`src/rtl/core/mlal_pkg.sv`:
```
// ---------------------------------------------------------------------------
// mlal_pkg: shared definitions for the layered loop recorder
// Item codes, looper states, controller states, datapath command struct and
// fixed widths of the sample path.
// ---------------------------------------------------------------------------
package mlal_pkg;

   localparam int SAMPLE_BITS     = 24;
   localparam int GAIN_W          = 16;
   localparam int SEL_W           = 3;
   localparam int MODE_W          = 3;
   localparam int DEF_MAX_LAYERS  = 4;
   localparam int DEF_MAX_FRAMES  = 65536;
   localparam int ROUND_SHIFT     = 14;
   localparam int ROUND_BIAS      = 8192;
   // product is signed sample times unsigned gain, sum of up to nine terms
   localparam int PROD_W          = SAMPLE_BITS + GAIN_W + 1;
   localparam int ACC_W           = PROD_W + 4;

   localparam logic [GAIN_W-1:0] UNITY_GAIN = 16'd16384;
   localparam logic [SEL_W-1:0]  NO_LAYER   = 3'd7;

   typedef enum logic [MODE_W-1:0] {
      MODE_SAMPLE  = 3'd0,
      MODE_RECORD  = 3'd1,
      MODE_STOP    = 3'd2,
      MODE_OVERDUB = 3'd3,
      MODE_UNDO    = 3'd4,
      MODE_GAIN    = 3'd5,
      MODE_MUTE    = 3'd6,
      MODE_NOP     = 3'd7
   } mode_type;

   typedef enum logic [1:0] {
      RUN_IDLE = 2'd0,
      RUN_REC  = 2'd1,
      RUN_PLAY = 2'd2,
      RUN_OVD  = 2'd3
   } run_type;

   typedef enum logic [2:0] {
      CS_IDLE,
      CS_CMD,
      CS_MIX,
      CS_DRAIN0,
      CS_DRAIN1,
      CS_FIN
   } ctrl_state_type;

   typedef struct packed {
      logic load;
      logic issue;
      logic commit_cmd;
      logic commit_smp;
   } dp_cmd_type;

endpackage

```
`src/rtl/core/mlal_ctrl.sv`:
```
// ---------------------------------------------------------------------------
// mlal_ctrl: item sequencer
// Accepts items, steps the layer reads of a sample through the datapath and
// commits results into the response register when it is free.
// ---------------------------------------------------------------------------
module mlal_ctrl #(
   parameter int MAX_LAYERS = mlal_pkg::DEF_MAX_LAYERS,
   localparam int LB = (MAX_LAYERS > 1) ? $clog2(MAX_LAYERS) : 1
) (
   input  logic                                clock,
   input  logic                                reset,
   input  logic                                req_valid,
   output logic                                req_ready,
   input  logic [mlal_pkg::MODE_W-1:0]         req_mode,
   output logic                                rsp_valid,
   input  logic                                rsp_ready,
   output mlal_pkg::dp_cmd_type                cmd,
   output logic [LB-1:0]                       mix_idx
);

   mlal_pkg::ctrl_state_type state_ff, state_in;
   logic [LB-1:0] idx_ff, idx_in;
   logic          rsp_valid_ff, rsp_valid_in;
   logic          out_free;
   logic          commit;

   always_ff @(posedge clock) begin
      if (reset) begin
         state_ff     <= mlal_pkg::CS_IDLE;
         idx_ff       <= '0;
         rsp_valid_ff <= 1'b0;
      end else begin
         state_ff     <= state_in;
         idx_ff       <= idx_in;
         rsp_valid_ff <= rsp_valid_in;
      end
   end

   assign out_free = !rsp_valid_ff || rsp_ready;

   always_comb begin
      state_in  = state_ff;
      idx_in    = idx_ff;
      cmd       = '0;
      req_ready = 1'b0;
      unique case (state_ff)
         mlal_pkg::CS_IDLE: begin
            req_ready = 1'b1;
            idx_in    = '0;
            if (req_valid) begin
               cmd.load = 1'b1;
               state_in = (req_mode == mlal_pkg::MODE_SAMPLE) ? mlal_pkg::CS_MIX
                                                              : mlal_pkg::CS_CMD;
            end
         end
         mlal_pkg::CS_CMD: begin
            if (out_free) begin
               cmd.commit_cmd = 1'b1;
               state_in       = mlal_pkg::CS_IDLE;
            end
         end
         mlal_pkg::CS_MIX: begin
            cmd.issue = 1'b1;
            idx_in    = idx_ff + 1'b1;
            if (idx_ff == LB'(MAX_LAYERS - 1)) begin
               state_in = mlal_pkg::CS_DRAIN0;
            end
         end
         mlal_pkg::CS_DRAIN0: state_in = mlal_pkg::CS_DRAIN1;
         mlal_pkg::CS_DRAIN1: state_in = mlal_pkg::CS_FIN;
         mlal_pkg::CS_FIN: begin
            if (out_free) begin
               cmd.commit_smp = 1'b1;
               state_in       = mlal_pkg::CS_IDLE;
            end
         end
         default: state_in = mlal_pkg::CS_IDLE;
      endcase
   end

   assign commit       = cmd.commit_cmd || cmd.commit_smp;
   assign rsp_valid_in = commit || (rsp_valid_ff && !rsp_ready);
   assign rsp_valid    = rsp_valid_ff;
   assign mix_idx      = idx_ff;

   a_commit_shows: assert property (@(posedge clock) disable iff (reset)
      commit |=> rsp_valid_ff)
      else $error("committed result not presented");

   a_accept_leaves_idle: assert property (@(posedge clock) disable iff (reset)
      (state_ff == mlal_pkg::CS_IDLE && req_valid) |=>
      (state_ff == mlal_pkg::CS_MIX || state_ff == mlal_pkg::CS_CMD))
      else $error("accepted item not dispatched");

   a_drain_to_fin: assert property (@(posedge clock) disable iff (reset)
      (state_ff == mlal_pkg::CS_DRAIN1) |=> (state_ff == mlal_pkg::CS_FIN))
      else $error("mix pipeline drain out of order");

   a_no_commit_over_pending: assert property (@(posedge clock) disable iff (reset)
      (rsp_valid_ff && !rsp_ready) |-> !commit)
      else $error("result overwritten while pending");

endmodule

```
`config.mk`:
```
export PLATFORM = sky130hd
export DESIGN_NAME = mlal_ctrl
export DESIGN_NICKNAME = d
export VERILOG_FILES = /design/src/rtl/core/mlal_pkg.sv /design/src/rtl/core/mlal_ctrl.sv
export SDC_FILE = /design/constraint.sdc
export NUM_CORES = 1
export LEC_CHECK = 0
export BUFFER_PORTS_ARGS = -buffer_cell sky130_fd_sc_hd__buf_2
export CAP_MARGIN = 10
export CORE_AREA = 3 3 40 42
export CTS_CLUSTER_DIAMETER = 120
export DETAILED_ROUTE_END_ITERATION = 10
export DIE_AREA = 0 0 43 45
export GPL_TIMING_DRIVEN = 0
export SLEW_MARGIN = 20
export SYNTH_ARGS = -nofsm -noshare
export SYNTH_HDL_FRONTEND = slang
export SYNTH_SLANG_ARGS = --single-unit
```
`constraint.sdc`:
```
create_clock -name clock -period 4.3 [get_ports clock]
set_input_delay 0.43 -clock clock [delete_from_list [all_inputs] [get_ports clock]]
set_output_delay 0.43 -clock clock [all_outputs]
set_load 0.02 [all_outputs]
```
# Word level (Yosys, flattened, before mapping)

Index checks and enable logic that the tools add are counted.

Register bits after elaboration: 6
Logic and storage cells: 37

Eq/ne operators: 9
Reductions and logical operators: 11
Mux-type cells: 13
Add/subtract/negate cells: 1

Operators with widths:

| kind                | count |
|---|---|
| $pmux 3 s5          | 1 |
| $mux 3              | 3 |
| $mux 1              | 7 |
| $eq 3x2->1 const B  | 2 |
| $eq 3x3->1 const B  | 2 |
| $logic_not 3->1     | 2 |
| $ne 2x2->1 const B  | 2 |
| $pmux 2 s2          | 1 |
| $eq 3x1->1 const B  | 1 |
| $logic_or 1x1->1    | 3 |
| $reduce_and 3->1    | 1 |
| $add 2x1->2 const B | 1 |
| $eq 2x2->1 const B  | 1 |
| $logic_not 1->1     | 2 |
| $mux 2              | 1 |
| $ne 2x1->1 const B  | 1 |
| $reduce_bool 2->1   | 1 |
| $reduce_or 2->1     | 1 |
| $logic_and 1x1->1   | 1 |

# Logic depth before layout (Yosys ltp)

Gate-level depths: netlist of the first run.

Depth in word-level cells: 6
Gate-level depth with buffers: 4

# Worst setup path before layout of the first run

OpenSTA, ideal clock, no wires.

Path kind: register to output
Start point: reg state_ff[1]
End point: out cmd[3] (netlist name)
Slack: 2.534 ns
Cell stages (with the launch flop): 4
Arrival: 1.336 ns
Cell sequence: dfxtp_1 -> buf_2 -> nor3_1 -> and2_1

RTL lines:

| item                   | RTL line        | RTL |
|---|---|---|
| start, declared        | mlal_ctrl.sv:21 | `mlal_pkg::ctrl_state_type state_ff, state_in;` |
| start signal, assigned | mlal_ctrl.sv:29 | `state_ff <= mlal_pkg::CS_IDLE;` |
| start signal, assigned | mlal_ctrl.sv:33 | `state_ff <= state_in;` |
| end, declared          | mlal_ctrl.sv:17 | `output mlal_pkg::dp_cmd_type cmd,` |

==> reports/qor.csv, run 1 <==
stage,metric,value,unit
timing,min Tclk post-route,1.71,ns
layout,Fill cells,134,
power,Final Power,0.000159,W
worst_setup_path,reg2reg setup slack,2.78,ns
timing,Slew headroom,0.837,
power,clock share of power,0.311,
synthesis,"EDFF count, synth",0,
worst_setup_path,critical-path maximum fanout,10,
die,core region area,0.00128,mm^2
detailed_routing,Vias,376,
timing,Worst Tran Pin Value,0.243,ns
placement,gpl congestion,0.708,
global_route,first-pass GRT wire length,1390,um
die,Die H,45,um
worst_setup_path,crit end category,output pin,
synthesis,cell with the most instances after synthesis,dfxtp_1,
synthesis,Syn Nets,51,
global_route,met1 usage,0.121,
timing,Final WS setup,2.59,ns
global_route,initial antenna violation count,0,
timing,RSZ-0062 raised after global routing,no,
detailed_routing,drt first pass iters,4,
synthesis,average cell area after synthesis,8.23,um^2
die,die area,0.00194,mm^2
clock_tree,root buffer cell,clkbuf_4,
power,Int Power,0.000110,W
layout,Final #Nets,70,
global_route,routing usage on met2,0.135,
placement,dpl cells,72,
synthesis,Synth area leader,dfxtp_1,
power,sequential share of power,0.398,
worst_setup_path,signal arrival time at the worst endpoint,1.28,ns
synthesis,Synthesis Warnings,0,
worst_hold_path,worst hold endpoint,mix_idx[1],
clock_tree,Clock Tree Buf Depth,2,
layout,layout cell share with drive strength beyond 1,0.367,
layout,area grow syn2layout,31.4,%
run_status,run status,completed,
synthesis,Synth top cells by count,"6 x dfxtp_1, 5 x a21oi_1, 4 x nor2_1",
synthesis,sequential area share after synthesis,0.339,
clock_tree,H-tree depth,1,
worst_setup_path,worst reg-to-reg path cell count,4,
synthesis,synthesized cell area,354,um^2
placement,dpl hpwl,617,um
timing,clock skew,0.00147,ns
clock_tree,CTS Sinks,6,
timing,final count of negative-setup-slack endpoints,0,
worst_setup_path,Crit-path slowest cell,dfxtp_1,
global_route,Top Usage Layer GRT,met2,
power,Switching Power,0.0000490,W
synthesis,ys flop type,dfxtp_1,
detailed_routing,final wirelength,858,um
flow_run,Max-cap violations,0,
clock_tree,CTS clock-pin slew for the worst setup and hold paths,0.04,ns
die,I/O Pins,15,
global_route,largest net degree at the start of global routing,11,
global_route,grt total ovfl,0,
placement,port buffer count,14,
worst_setup_path,Critical path buffers and inverters,2,
synthesis,Yosys reg bits,6,
clock_tree,TritonCTS clock tree,built,
synthesis,Async SR Flop Fraction,0,
detailed_routing,drt via density,5.01,
synthesis,Yosys top cell area share,0.339,
layout,ANT cells,0,
worst_setup_path,CP max stage delay,0.33,ns
clock_tree,Post-CTS Hold Buffers,0,
clock_tree,Worst-Skew Late Latency,0.24,ns
global_route,Total GRT Usage,0.103,
worst_setup_path,critical path required time,3.87,ns
timing,"Hold Vio Cnt, Final",0,
clock_tree,setup bufs post-CTS,0,
layout,Non-Filler Instances,75,
worst_hold_path,Worst Hold Class,input pin to flop,
worst_hold_path,min-delay src,reset,
worst_setup_path,"critical path, cell by cell",buf_2 > nor3_1 > and2_1 > buf_2,
die,die width,43,um
synthesis,"top cells by area, synth","dfxtp_1 34%, a21oi_1 7.1%, nand2b_1 5.3%",
clock_tree,post-CTS resize count,0,
clock_tree,CTS Buf Count,3,
placement,dpl ws,2.79,ns
power,Sw Share,0.308,
detailed_routing,WL/cell,11.4,um
worst_setup_path,Crit Reg-Reg Startpoint,mix_idx[0],
worst_setup_path,stages on the worst setup path,4,
timing,Final Slew Violations,0,
power,peak supply drop,0.000122,V
global_route,met3 usage,0.0797,
timing,Max Clk Rate,0.584,GHz
detailed_routing,DR iter-0 viols,17,
worst_setup_path,Critical R2R Capture,state_ff[0],
power,combinational share of power,0.291,
detailed_routing,Final ANT Viol Nets,0,
synthesis,Mapped Cells,43,
timing,fin crit share,0.398,
die,row count,13,
worst_hold_path,hold path depth,2,
worst_setup_path,CP Launch Type,flop,
global_route,vias in the first global route,321,
detailed_routing,DRC,0,
power,Leak,0.228,nW
die,Initial Util,0.276,
timing,Setup TNS,0,ns
power,Power per Cell Area,342,mW/mm^2
worst_setup_path,"delay-heaviest family, CP",simple AND/OR/NAND/NOR gates,
synthesis,distinct cell type count after synthesis,21,
worst_setup_path,cell mode on critical path,buf_2,
worst_setup_path,type of the worst setup path,flop to output pin,
==> cell type report <==
class | count | area, um^2 | area share
plain buffers | 3 | 15.0 | 0.0323
clock buffers | 3 | 22.5 | 0.0484
multi-input cells | 34 | 219 | 0.470
flip-flops and latches | 6 | 120 | 0.258
well taps | 15 | 18.8 | 0.0403
repair buffers | 14 | 70.1 | 0.151
==> cells by family (layout without fill, tap and decap cells) <==
group,Yosys count,in the layout,share of synthesized area
AND/OR/NAND/NOR,21,21,0.346
multiplexers,1,1,0.0318
flip-flops,6,6,0.339
AO/OA/AOI/OAI,11,11,0.205
buffers and inverters,3,20,0.0424
adder cells (fa/ha/maj),1,1,0.0353
==> worst register-to-register path: stages (launching register included) <==
cell      delay (ns)
dfxtp_1         0.33
ha_1            0.19
or4b_1          0.48
o211ai_2        0.08
mux2_1          0.33
==> per-stage QoR <==
step	instance area (um^2)	utilization	hold slack (ns)
after floorplan	354	-	0.499
after global placement	443	0.345	0.485
after detailed placement	443	0.345	0.498
after CTS	465	0.362	0.454
after global routing	465	0.362	0.447
final	465	0.362	0.461
==> sequential cells by signal, summed over array words and instances, names as in the netlist <==
register	cells
rsp_valid	1
mix_idx	2
state_ff	3
==> how the worst max path moves through the flow <==
| stage | startpoint | endpoint | slack, ns |
|---|---|---|---|
| after floorplan | state_ff[1] | cmd[3] | 2.53 |
| after global placement | mix_idx[0] | state_ff[0] | 2.79 |
| after detailed placement | mix_idx[0] | state_ff[0] | 2.79 |
| after CTS | state_ff[1] | cmd[3] | 2.58 |
| after global routing | state_ff[1] | cmd[3] | 2.45 |
| final | state_ff[1] | cmd[3] | 2.59 |
==> power by group through the flow <==
stage / Combinational, W / Sequential (W) / Clock (W)
2_1_floorplan: 0.0000305 / 0.0000653 / 0
3_3_place_gp: 0.0000457 / 0.0000644 / 0
3_5_place_dp: 0.0000464 / 0.0000644 / 0
4_1_cts: 0.0000465 / 0.0000633 / 0.0000527
5_1_grt: 0.0000503 / 0.0000640 / 0.0000594
6_report: 0.0000463 / 0.0000633 / 0.0000495
==> per-layer routing <==
layer / up-vias / share of wire
li1: 190 / -
met1: 170 / 0.44
met2: 14 / 0.44
met3: 2 / 0.10
met4: 0 / 0.022
met5: - / 0
==> layout by cell type, fill, tap and decap left out <==
cell type / instances
a211o_1: 1
o211ai_2: 1
nor4_1: 1
o21ba_1: 1
nand2_1: 2
nor2b_1: 1
nor2_1: 4
o21ai_0: 2
a21oi_1: 5
dfxtp_1: 6
nor3_1: 3
nand3b_1: 2
and2_1: 2
ha_1: 1
nand3_1: 1
or4_4: 1
mux2_1: 1
nand2b_1: 3
a31oi_1: 1
or4b_1: 1
buf_2: 17
clkbuf_4: 3
Power figures use the tool's default switching activity.
==> run 2, diff against run 1 <==
Clock period 4.3 ns to 1.6 ns, I/O delays scaled along.
==> run 2 against run 1 <==
Effect of this change: combinational power grew to 2.8 times the previous value; sequential share of layout area is 0.21 points lower; critical endpoint is now state_ff[0]; critical path depth stayed put; highest routed layer unchanged; sequential power grew to 2.7 times the previous value; utilization is 0.29 points higher; wire length stayed put; power grew to 2.7 times the previous value; sequential cell count stayed put; via count is 0.80% higher; register-to-register slack worse by 2.7 ns.
==> reports/qor.csv, run 2 (synthesis gave the netlist of run 1 again) <==
stage,metric,value,unit,change
worst_setup_path,Critical path buffers and inverters,0,,-2
worst_setup_path,CP Launch Type,flop,,
timing,Slew headroom,0.839,,+0.00189
global_route,first-pass GRT wire length,1390,um,unchanged
global_route,vias in the first global route,321,,unchanged
worst_setup_path,Critical path origin,mix_idx[0],,
worst_setup_path,"delay-heaviest family, CP",simple AND/OR/NAND/NOR gates,,
worst_setup_path,CP max stage delay,0.48,ns,+0.15 ns
detailed_routing,WL/cell,11.4,um,unchanged
worst_setup_path,"critical path, cell by cell",ha_1 > or4b_1 > o211ai_2 > mux2_4,,
worst_setup_path,signal arrival time at the worst endpoint,1.63,ns,+0.35 ns
timing,fin crit share,0.941,,
timing,min Tclk post-route,1.51,ns,
placement,dpl hpwl,617,um,unchanged
layout,Final #Nets,70,,unchanged
detailed_routing,Vias,379,,+0.80%
clock_tree,Post-CTS Hold Buffers,0,,unchanged
layout,Fill cells,134,,unchanged
clock_tree,TritonCTS clock tree,built,,
layout,area grow syn2layout,32.5,%,
global_route,largest net degree at the start of global routing,11,,unchanged
power,Leak,0.230,nW,+1.1%
run_status,run status,completed,,
global_route,grt total ovfl,0,,unchanged
timing,final count of negative-setup-slack endpoints,0,,unchanged
layout,max FFs per register,3,,unchanged
detailed_routing,DRC,0,,unchanged
placement,port buffer count,14,,unchanged
worst_hold_path,Worst Hold Class,input pin to flop,,
layout,ANT cells,0,,unchanged
detailed_routing,drt via density,5.05,,+0.80%
flow_run,Max-cap violations,0,,unchanged
placement,gpl congestion,0.708,,unchanged
clock_tree,post-CTS resize count,0,,unchanged
die,core region area,0.00128,mm^2,unchanged
detailed_routing,Final ANT Viol Nets,0,,unchanged
worst_setup_path,type of the worst setup path,flop to flop,,
placement,dpl cells,72,,unchanged
global_route,initial antenna violation count,0,,unchanged
timing,"Hold Vio Cnt, Final",0,,unchanged
placement,dpl ws,0.0866,ns,-2.70 ns
timing,Final WS setup,0.0942,ns,-2.49 ns
die,Die H,45,um,unchanged
timing,Final Slew Violations,0,,unchanged
clock_tree,CTS clock-pin slew for the worst setup and hold paths,0.04,ns,about the same
worst_setup_path,critical path required time,1.73,ns,-2.14 ns
power,Power per Cell Area,923,mW/mm^2,+170%
die,row count,13,,unchanged
worst_setup_path,Crit Reg-Reg Startpoint,mix_idx[0],,
die,die width,43,um,unchanged
die,I/O Pins,15,,unchanged
clock_tree,setup bufs post-CTS,0,,unchanged
layout,Reg with most FFs,state_ff,,
clock_tree,Worst-Skew Late Latency,0.24,ns,about the same
detailed_routing,DR iter-0 viols,14,,-3
timing,RSZ-0062 raised after global routing,no,,
global_route,Total GRT Usage,0.103,,unchanged
clock_tree,CTS Buf Count,3,,unchanged
worst_setup_path,Crit-path slowest cell,or4b_1,,
layout,Multi-input gate area,223,um^2,+1.7%
die,Initial Util,0.276,,unchanged
timing,Setup TNS,0,ns,unchanged
timing,Worst Tran Pin Value,0.240,ns,-0.00282 ns
worst_setup_path,crit end category,flop,,
timing,clock skew,0.00165,ns,+0.000173 ns
layout,Register Area,120,um^2,unchanged
worst_setup_path,critical-path maximum fanout,4,,-6
clock_tree,root buffer cell,clkbuf_4,,
layout,most frequent cells in the layout,"17 x buf_2, 6 x dfxtp_1, 5 x a21oi_1",,
detailed_routing,final wirelength,858,um,unchanged
die,die area,0.00194,mm^2,unchanged
clock_tree,CTS Sinks,6,,unchanged
timing,Max Clk Rate,0.664,GHz,
layout,layout cell share with drive strength beyond 1,0.383,,+0.0167
power,peak supply drop,0.000328,V,+170%
layout,Non-Filler Instances,75,,unchanged
worst_hold_path,min-delay src,reset,,
layout,"commonest non-fill, non-tap cell in the layout",buf_2,,
detailed_routing,drt first pass iters,4,,unchanged
clock_tree,Clock Tree Buf Depth,2,,unchanged
clock_tree,H-tree depth,1,,unchanged
[run 2: cell counts in the layout (fill, tap and decap cells not counted)]
No cell type changed its count.
[run 2: final cells by class]
cell class,instances,share of cell area
Multi-Input combinational cell,34,0.475
Sequential cell,6,0.256
Timing Repair Buffer,14,0.149
Clock buffer,3,0.0480
Tap cell,15,0.0400
Buffer,3,0.0320
[run 2: report_power, final]
part	total, W	leakage (nW)	switching [W]	internal (W)
clock	0.000133	0.0138	0.0000486	0.0000844
combinational	0.000130	0.168	0.0000743	0.0000554
sequential	0.000170	0.0489	0.00000979	0.000160
total	0.000433	0.230	0.000133	0.000300
[run 2: path summary, 6_finish.rpt]
path                      end  slack (ns)  cells past startpoint
setup / recovery  state_ff[0]        0.09                      4
hold reg to reg    mix_idx[1]        0.51                      2
setup reg to reg  state_ff[0]        0.09                      4
hold / removal     mix_idx[1]        0.19                      2
[run 2: per-layer routing]
metal	track usage	vias to the layer above	share of wire
met3	0.0797	2	0.12
met5	0	-	0
met2	0.135	18	0.44
li1	-	190	-
met4	0.0542	0	0.022
met1	0.121	169	0.42
[run 2: per-stage QoR]
step | utilization | hold WS [ns] | power [W] | area (um^2)
5_1_grt | 0.365 | 0.177 | 0.000471 | 469
2_1_floorplan | - | 0.229 | 0.000257 | 354
3_5_place_dp | 0.345 | 0.439 | 0.000298 | 443
3_3_place_gp | 0.345 | 0.431 | 0.000296 | 443
6_report | 0.365 | 0.190 | 0.000433 | 469
4_1_cts | 0.362 | 0.184 | 0.000437 | 465
